File: config.mk
export PLATFORM = sky130hd
export DESIGN_NAME = mrc_victim_tree
export DESIGN_NICKNAME = d
export VERILOG_FILES = /design/src/hdl/mrc_pkg.sv /design/src/hdl/mrc_victim_tree.sv
export SDC_FILE = /design/constraint.sdc
export NUM_CORES = 1
export LEC_CHECK = 0
export BUFFER_PORTS_ARGS = -buffer_cell sky130_fd_sc_hd__buf_2
export CAP_MARGIN = 5
export CORE_ASPECT_RATIO = 2
export CORE_MARGIN = 2
export CORE_UTILIZATION = 55
export DETAILED_ROUTE_END_ITERATION = 8
export PLACE_DENSITY = 0.79
export SLEW_MARGIN = 40
export SYNTH_ARGS = -nofsm -noshare
export SYNTH_HDL_FRONTEND = slang
export SYNTH_SLANG_ARGS = --single-unit
File: constraint.sdc
create_clock -name clk_i -period 7.8 [get_ports clk_i]
set_clock_uncertainty 0.1 [all_clocks]
set_input_delay 0.78 -clock clk_i [delete_from_list [all_inputs] [get_ports clk_i]]
set_output_delay 0.78 -clock clk_i [all_outputs]
set_load 0.02 [all_outputs]
File: src/hdl/mrc_pkg.sv
package mrc_pkg;

  localparam int CmdW   = 2;
  localparam int SetW   = 6;
  localparam int WayW   = 3;
  localparam int StampW = 64;

  typedef enum logic [CmdW-1:0] {
    CMD_QUERY  = 2'd0,
    CMD_FILL   = 2'd1,
    CMD_ACCESS = 2'd2
  } cmd_e;

  typedef enum logic [1:0] {
    ST_CLEAR,
    ST_IDLE,
    ST_RMW,
    ST_SCAN
  } state_e;

  // Status of the victim search unit towards the controller.
  typedef struct packed {
    logic            done;
    logic [WayW-1:0] way;
  } tree_stat_t;

endpackage

File: src/hdl/mrc_victim_tree.sv
module mrc_victim_tree #(
  parameter int WAYS = 8
) (
  input  logic                                        clk_i,
  input  logic                                        rst_ni,
  input  logic                                        load_i,
  input  logic [WAYS-1:0][mrc_pkg::StampW-1:0]        row_i,
  output mrc_pkg::tree_stat_t                         stat_o
);

  localparam int Levels = $clog2(WAYS);
  localparam int P2     = 1 << Levels;
  localparam int CntW   = $clog2(Levels + 1);

  logic [mrc_pkg::StampW-1:0] stamp_q [P2];
  logic [mrc_pkg::StampW-1:0] stamp_d [P2];
  logic [Levels-1:0]          idx_q   [P2];
  logic [Levels-1:0]          idx_d   [P2];
  logic [CntW-1:0]            cnt_q, cnt_d;

  // Each step folds pair (2i, 2i+1) into slot i; the upper way wins only on a
  // strictly larger stamp, so ties resolve to the lowest way. Padding slots
  // hold stamp zero at higher indices and can never win against a real way.
  always_comb begin
    stamp_d = stamp_q;
    idx_d   = idx_q;
    cnt_d   = cnt_q;
    if (load_i) begin
      for (int i = 0; i < P2; i++) begin
        stamp_d[i] = '0;
        idx_d[i]   = Levels'(i);
      end
      for (int i = 0; i < WAYS; i++) begin
        stamp_d[i] = row_i[i];
      end
      cnt_d = CntW'(Levels);
    end else if (cnt_q != '0) begin
      for (int i = 0; i < P2 / 2; i++) begin
        if (stamp_q[2*i+1] > stamp_q[2*i]) begin
          stamp_d[i] = stamp_q[2*i+1];
          idx_d[i]   = idx_q[2*i+1];
        end else begin
          stamp_d[i] = stamp_q[2*i];
          idx_d[i]   = idx_q[2*i];
        end
      end
      cnt_d = cnt_q - CntW'(1);
    end
  end

  always_ff @(posedge clk_i) begin
    stamp_q <= stamp_d;
    idx_q   <= idx_d;
  end

  always_ff @(posedge clk_i or negedge rst_ni) begin
    if (!rst_ni) begin
      cnt_q <= '0;
    end else begin
      cnt_q <= cnt_d;
    end
  end

  assign stat_o.done = (cnt_q == '0);
  assign stat_o.way  = mrc_pkg::WayW'(idx_q[0]);

endmodule

# After elaboration in Yosys (flattened, before gate mapping)
# Index checks and enable logic that the tools add are counted.
[op_classes]
mul = 0
n_shift = 0
bitwise_logic = 0
n_eq_ne = 0
order_cmp = 4
n_addsub = 1
div = 0
mux = 11
n_reduce_logical = 6
[ops]
columns = ["op", "count"]
rows = [
  ["$mux 256", 2],
  ["$gt 64x64->1", 4],
  ["$mux 64", 4],
  ["$reduce_bool 2->1", 3],
  ["$mux 2", 2],
  ["$reduce_and 2->1", 2],
  ["$mux 3", 1],
  ["$logic_not 2->1", 1],
  ["$mux 1", 2],
  ["$sub 2x1->2 const B", 1],
]
[totals]
ram_bits = 0
memories = 0
reg_bits = 526
mem_bits_ro = 0
wordCells = 35
latchBits = 0
out_inout_bits = 4

# Longest topological paths before layout
# Gate-level depths: netlist of the first run.
[depth]
ltp_word = 4
mapped_depth = 13
mapped_depth_nobuf = 10

# Worst setup path after synthesis of the first run
# Ideal clock, no wire load.
[synth_timing]
path_kind = "input to register"
start = "input port load_i"
end = "register stamp_q[256] in the netlist's numbering, enable pin"
setup_time_ns = 0.586
path_buffers = 4
t_required_ns = 7.114
arrival_ns = 6.421
cell_stages = 5
path_slack_ns = 0.693
path_cell_list = "clkbuf_1 clkbuf_1 clkbuf_1 clkbuf_1 nand2b_1"
[synth_via]
elab_chain_len = 1
[synth_lines]
columns = ["element", "line_no", "source"]
rows = [
  ["start, declared", "mrc_victim_tree.sv:6", "input logic load_i,"],
  ["$reduce_bool 2->1 (no line)", "--", ""],
  ["end signal, assigned", "mrc_victim_tree.sv:52", "stamp_q <= stamp_d;"],
  ["end, declared", "mrc_victim_tree.sv:15", "logic [mrc_pkg::StampW-1:0] stamp_q [P2];"],
]
# No other way between the ends.
# A chain may end at the register's enable or synchronous reset.

==> out/results.ini, run 1 <==
[outcome]
outcome=complete, no violations

[critical_path]
cp_max_fo=42
crit_type=flip-flop to flip-flop
cp-start-kind=flip-flop
crit_required_ns=7.96
r2r_slack_ns=3.48
cp.arrival_ns=4.47
endpoint_kind=flip-flop

[drt]
viasPerCell=5.56
antenna_left=0
drt-initial-drc-count=1636
drc=0
routed_wl_um=71700
first_pass_iters=6
drt-wirelength-per-cell_um=21.1
vias=18900

[synthesis]
synth-main-ff-cell=edfxtp_1
synth_top_area_share_pct=56.8
postSynthCellCount=2208
synth_edf_count=512
syn_nets=2980
synth_area_leader_cell=edfxtp_1
synthArstFlopShare_pct=0.382
synth_area_um2=27100
syn_area_per_cell_um2=12.3
yosys.cell_types.count=53
yosysSeqAreaShare_pct=57.7
ys_ff_latch=524
synth_warnings=0
synth.area.top_cells=edfxtp_1 (57%), ha_1 (12%), mux2i_1 (7.3%), inv_1 (3.7%), nand2_1 (3.7%)

[sta]
fin_crit_ns=4.32
timing.final.max_slew_violations=0
finalCritPeriodShare_pct=55.3
hold_violations=0
fin_tns_setup_ns=0
tightest_slew_ns=0.803
rsz0062_at_grt=false
max_freq_ghz=0.232
relSlewSlack_pct=46.5
setup_violations=0

[layout]
drive_gt1_share_pct=24.4
finish.utilization_pct=64.6
stdcell_count=3404
num-fill-cells=3737
final_cell_area_um2=31600
syn_to_final_growth_pct=16.7
nets=3483

[cts]
ctsResizeCount=0
htreeDepth=2
clock_latency_ns=0.57
clock_sinks=524
root_buffer=clkbuf_16
clkTransAtPathRegs_ns=0.07
cts_buffer_depth=3
cts_buffers=45
cts_setup_buffers=0
cts_tree=built
cts_hold_buf=1

[job]
max_cap_violations=0

[place]
dp_hpwl_um=56300
globalplace.congestion=0.921
io_buffers=518
placed_area_um2=30200
dp_cells=3306

[floorplan]
fp.coreArea_um2=48900
io_pins=519
core.rowCount=115
die_y_um=318
initial_core_util_pct=55.4
die_w_um=161
dieArea_um2=51200

[power]
leakage_uw=0.0141
finalPower_uw=7600
p_per_area_nw_per_um2=240
irDropWorstVdd_mv=0.242

[global_routing]
antenna_found_initial=21
grt_max_degree=130
grt_pass1_wl_um=107000
grt_usage_pct=27.7
grt_pass1_vias=19100
overflow=0

[min_path]
holdCritPathClass=primary input to flip-flop

-- cells in the final DEF, fill, tap and decap left out, types with 9 or more instances in the layout --
cell,instances
a211oi_1,10
a21o_1,19
a21oi_1,96
and4_1,12
buf_2,517
buf_4,10
clkbuf_16,45
clkinv_1,10
clkinv_2,9
dfxtp_1,10
diode_2,16
edfxtp_1,512
ha_1,257
inv_1,266
mux2_2,63
mux2i_1,198
nand2_1,264
nand2b_1,10
nand3_1,22
nand4_1,39
nor2_1,30
nor3_1,16
o21ai_0,178
o21ai_1,55
-- report_power, final --
group / total [µW] / switching [µW] / internal (µW)
combinational: 1680 / 966 / 718
sequential: 3800 / 218 / 3580
clock: 2120 / 1020 / 1100
total: 7600 / 2200 / 5400
-- kinds of logic (layout without fill, tap and decap cells) --
family | Yosys count | count (layout) | share of synthesized area [%]
simple gates | 419 | 419 | 6.93
compound gates | 401 | 401 | 8.20
fa+ha+maj | 257 | 257 | 11.9
other cells | 0 | 16 | 0
mux | 261 | 261 | 9.93
flops | 524 | 524 | 57.7
buf+inv | 345 | 882 | 5.36
xor+xnor | 1 | 1 | 0.0323
-- state kept, by name (all words and copies together), names as in the netlist --
name	count
stamp_q	512
idx_q	7
stat_o	3
cnt_q	2
-- path summary, 6_finish.rpt --
path	start	endpoint	cells after the start
setup / recovery	stamp_q[350]	stamp_q[408]	11
hold / removal	row_i[269]	stamp_q[205]	1
setup reg to reg	stamp_q[350]	stamp_q[408]	11
hold reg to reg	idx_q[17]	idx_q[17]	2
max in group asynchronous	rst_ni	cnt_q[1]	2
min in group asynchronous	rst_ni	cnt_q[0]	2
-- metrics by stage --
step	hold WS [ns]	setup slack, ns
detailed placement	0.340	3.50
floorplan	0.325	0.693
finish	0.277	3.48
global placement	0.331	3.30
CTS	0.249	3.49
global route	0.263	3.37
-- area by class of cell --
class                   instances  area, µm²  share of cell area, %
flip-flops and latches        524      15600                   49.4
diodes                         16       40.0                  0.127
inverters                     266        998                   3.16
clock buffers                  51       1150                   3.63
well taps                     643        805                   2.54
clock inverters                30        196                  0.621
repair buffers                535       2760                   8.71
multi-input cells            1339      10100                   31.8
-- routing by layer --
metal | GRT usage (%) | part of all wire [%] | vias up | wire length (µm)
li1 | - | - | 9033 | -
met1 | 36.0 | 41 | 8962 | 29100
met2 | 46.8 | 48 | 770 | 34500
met3 | 4.81 | 7.3 | 137 | 5240
met4 | 9.90 | 3.8 | 14 | 2750
met5 | 0 | 0.12 | - | 87
-- cells in the mapped netlist (3+ instances only) --
cell,instances
a211oi_1,10
edfxtp_1,512
nand3_1,22
nand2_1,264
a221o_1,4
clkbuf_1,54
a221oi_1,8
dfxtp_1,10
buf_8,3
buf_6,12
nor3_1,16
nand2b_1,11
ha_1,257
a22oi_1,3
a21oi_1,98
o211ai_1,4
inv_1,266
and2_0,3
a21o_1,19
mux2i_1,198
o21ai_1,54
nor2b_1,6
o21ai_0,179
nor2_1,30
a31oi_1,4
nor4_1,8
buf_4,8
nand4_1,39
mux2_2,63
and4_1,12
-- worst max-delay path: stages (launching register included) --
cell	delay, ns
edfxtp_1	0.42
inv_1	0.06
ha_1	0.31
nand4_1	0.22
nor4_1	0.44
nand3_1	0.32
a31oi_1	0.28
o31a_1	0.18
o22a_4	0.45
buf_4	0.66
mux2i_1	0.34
o21ai_0	0.15
(Power assumes the default switching activity.)
==> inputs of run 2 (changes only) <==
Settings changed: CORE_UTILIZATION 55 to 51, PLACE_DENSITY 0.79 to 0.77.
Clock period 7.8 ns to 3.7 ns, I/O delays scaled along.
==> out/results.ini, run 2 (synthesis gave the netlist of run 1 again) <==
[global_routing]
grt_pass1_wl_um=134000  ; was 107000 µm
grt_pass1_vias=24100  ; was 19100
antenna_found_initial=10  ; was 21
grt_max_degree=147  ; was 130
overflow=0  ; unchanged
grt_usage_pct=32.2  ; was 27.7%

[place]
dp_hpwl_um=59800  ; was 56300 µm
dp_cells=3382  ; was 3306
io_buffers=518  ; unchanged
place_ws_ns=-0.162  ; was 3.50 ns
globalplace.congestion=0.900  ; was 0.921

[layout]
drive_gt1_share_pct=23.2  ; was 24.4%
syn_to_final_growth_pct=35.6  ; was 16.7%
nets=3957  ; was 3483
stdcell_count=3900  ; was 3404
layout_commonest_cell=buf_2  ; unchanged
final_cell_mix=buf_2 (517), edfxtp_1 (512), dlygate4sd3_1 (409), inv_1 (266), nand2_1 (264)  ; was buf_2 (517), edfxtp_1 (512), inv_1 (266), nand2_1 (264), ha_1 (257)
multi_input_area_um2=10100  ; about the same
top_register=stamp_q  ; unchanged
num-fill-cells=3340  ; was 3737
register_area_um2=15600  ; unchanged
largest_reg_flops=512  ; unchanged
finish.utilization_pct=69.9  ; was 64.6%

[floorplan]
die_y_um=330  ; was 318 µm
core.rowCount=119  ; was 115
initial_core_util_pct=51.5  ; was 55.4%
io_pins=519  ; unchanged
dieArea_um2=55100  ; was 51200 µm²
fp.coreArea_um2=52600  ; was 48900 µm²
die_w_um=167  ; was 161 µm

[power]
finalPower_uw=17500  ; was 7600 µW
leakage_uw=0.0163  ; was 0.0141 µW
irDropWorstVdd_mv=0.483  ; was 0.242 mV
p_per_area_nw_per_um2=476  ; was 240 nW/µm²

[critical_path]
cp-start-kind=flip-flop  ; unchanged
r2r-end=stamp_q[257]  ; was stamp_q[408]
r2r_slack_ns=0.10  ; was 3.48 ns
cp_max_fo=25  ; was 42
r2r_cells=14  ; was 11
worstPathCellList=ha_1, nand4_1, nor3_2, buf_4, nand3_1, buf_4, a31oi_1, buf_4, nor3_1, a21oi_4, buf_12, buf_12, mux2i_1, o21ai_0  ; was inv_1, ha_1, nand4_1, nor4_1, nand3_1, a31oi_1, o31a_1, o22a_4, buf_4, mux2i_1, o21ai_0
crit_required_ns=3.89  ; was 7.96 ns
r2r_start=stamp_q[37]  ; was stamp_q[350]
path_common_cell=buf_4
cpPeakStageDelay_ns=0.43  ; was 0.66 ns
endpoint_kind=flip-flop  ; unchanged
crit_type=flip-flop to flip-flop  ; unchanged
cp.arrival_ns=3.79  ; was 4.47 ns
cp_slowest_cell=edfxtp_1  ; was buf_4

[cts]
htreeDepth=2  ; unchanged
clock_latency_ns=0.58  ; was 0.57 ns
root_buffer=clkbuf_16  ; unchanged
cts_buffers=46  ; was 45
cts_buffer_depth=3  ; unchanged
cts_tree=built  ; unchanged
clock_sinks=524  ; unchanged
clkTransAtPathRegs_ns=0.07  ; about the same

[sta]
hold_violations=0  ; unchanged
tightest_slew_ns=0.666  ; was 0.803 ns
relSlewSlack_pct=55.6  ; was 46.5%
setup_violations=0  ; unchanged
timing.final.max_slew_violations=0  ; unchanged
fin_crit_ns=3.60  ; was 4.32 ns
fin_tns_setup_ns=0  ; unchanged
finalCritPeriodShare_pct=97.3  ; was 55.3%
max_freq_ghz=0.278  ; was 0.232 GHz
fin_ws_ns=0.101  ; was 3.48 ns
rsz0062_at_grt=false  ; unchanged

[drt]
viasPerCell=5.76  ; was 5.56
antenna_left=0  ; unchanged
drc=0  ; unchanged
vias=22400  ; was 18900
routed_wl_um=92000  ; was 71700 µm
drt-initial-drc-count=2087  ; was 1636
drt-wirelength-per-cell_um=23.6  ; was 21.1 µm
first_pass_iters=6  ; unchanged

[min_path]
hold_path_depth=3  ; was 1
holdCritPathClass=primary input to flip-flop  ; unchanged
hp-start=row_i[133]  ; was row_i[269]
min_delay_worst_endpoint=stamp_q[325]  ; was stamp_q[205]

[job]
max_cap_violations=0  ; unchanged

[outcome]
outcome=complete, no violations  ; unchanged

## run 2: routing by layer
| metal | GRT usage [%] | part of all wire [%] | vias up |
|---|---|---|---|
| met1 | 33.4 | 34 | 10700 |
| met4 | 23.6 | 8.3 | 4 |
| met2 | 58.7 | 52 | 1369 |
| met3 | 4.53 | 6.3 | 415 |
| li1 | - | - | 9992 |
| met5 | 0 | 0.037 | - |
## run 2: worst max path at each step
| stage | end | cells after the start | slack, ns | start |
|---|---|---|---|---|
| 3_3_place_gp | stamp_q[334] | 13 | -0.12 | stamp_q[185] |
| 3_5_place_dp | stamp_q[302] | 13 | -0.16 | stamp_q[34] |
| 5_1_grt | stamp_q[446] | 11 | 0.02 | stamp_q[287] |
| 2_1_floorplan | stamp_q[448] | 9 | 0.28 | stamp_q[430] |
| 4_1_cts | stamp_q[302] | 14 | 0.003 | stamp_q[46] |
| 6_report | stamp_q[257] | 14 | 0.10 | stamp_q[37] |
## run 2: area by class of cell
cell class	count	share of cell area, %
Sequential cell	524	42.5
Multi-Input combinational cell	1339	27.6
Timing Repair Buffer	1008	20.7
Clock buffer	61	3.48
Inverter	266	2.72
Tap cell	665	2.27
Clock inverter	23	0.675
Antenna cell	14	0.0954
## run 2: timing repair
action / in CTS / in global routing
hold buffers: 409 / 0
cloned: 0 / 2
setup buffers: 0 / 9
pin swaps: 0 / 5
resized for setup: 3 / 9
endpoints found under the hold margin: 409 / 0
setup endpoints to repair: 123 / 143
## run 2: power by group
group | internal (µW) | switching, µW | total, µW | leakage [µW]
Clock | 2790 | 2230 | 5020 | 0.000733
Sequential | 7540 | 502 | 8040 | 0.00534
Combinational | 2060 | 2360 | 4420 | 0.0103
## run 2: metrics by stage
step,hold WS [ns],area [µm²]
3_3_place_gp,0.0553,30900
4_1_cts,0.000205,36500
6_report,0.0181,36700
3_5_place_dp,0.0589,30900
2_1_floorplan,-0.0256,27100
5_1_grt,0.00558,36700
## run 2: worst max-delay path, delay by kind of cell, from the launching register on
kind | cells | cell delay (ns)
AOI/OAI and AO/OA | 3 | 0.52
adders and majority gates | 1 | 0.36
buffers and inverters | 5 | 0.90
DFF | 1 | 0.43
muxes | 1 | 0.29
and+or+nand+nor | 4 | 0.67
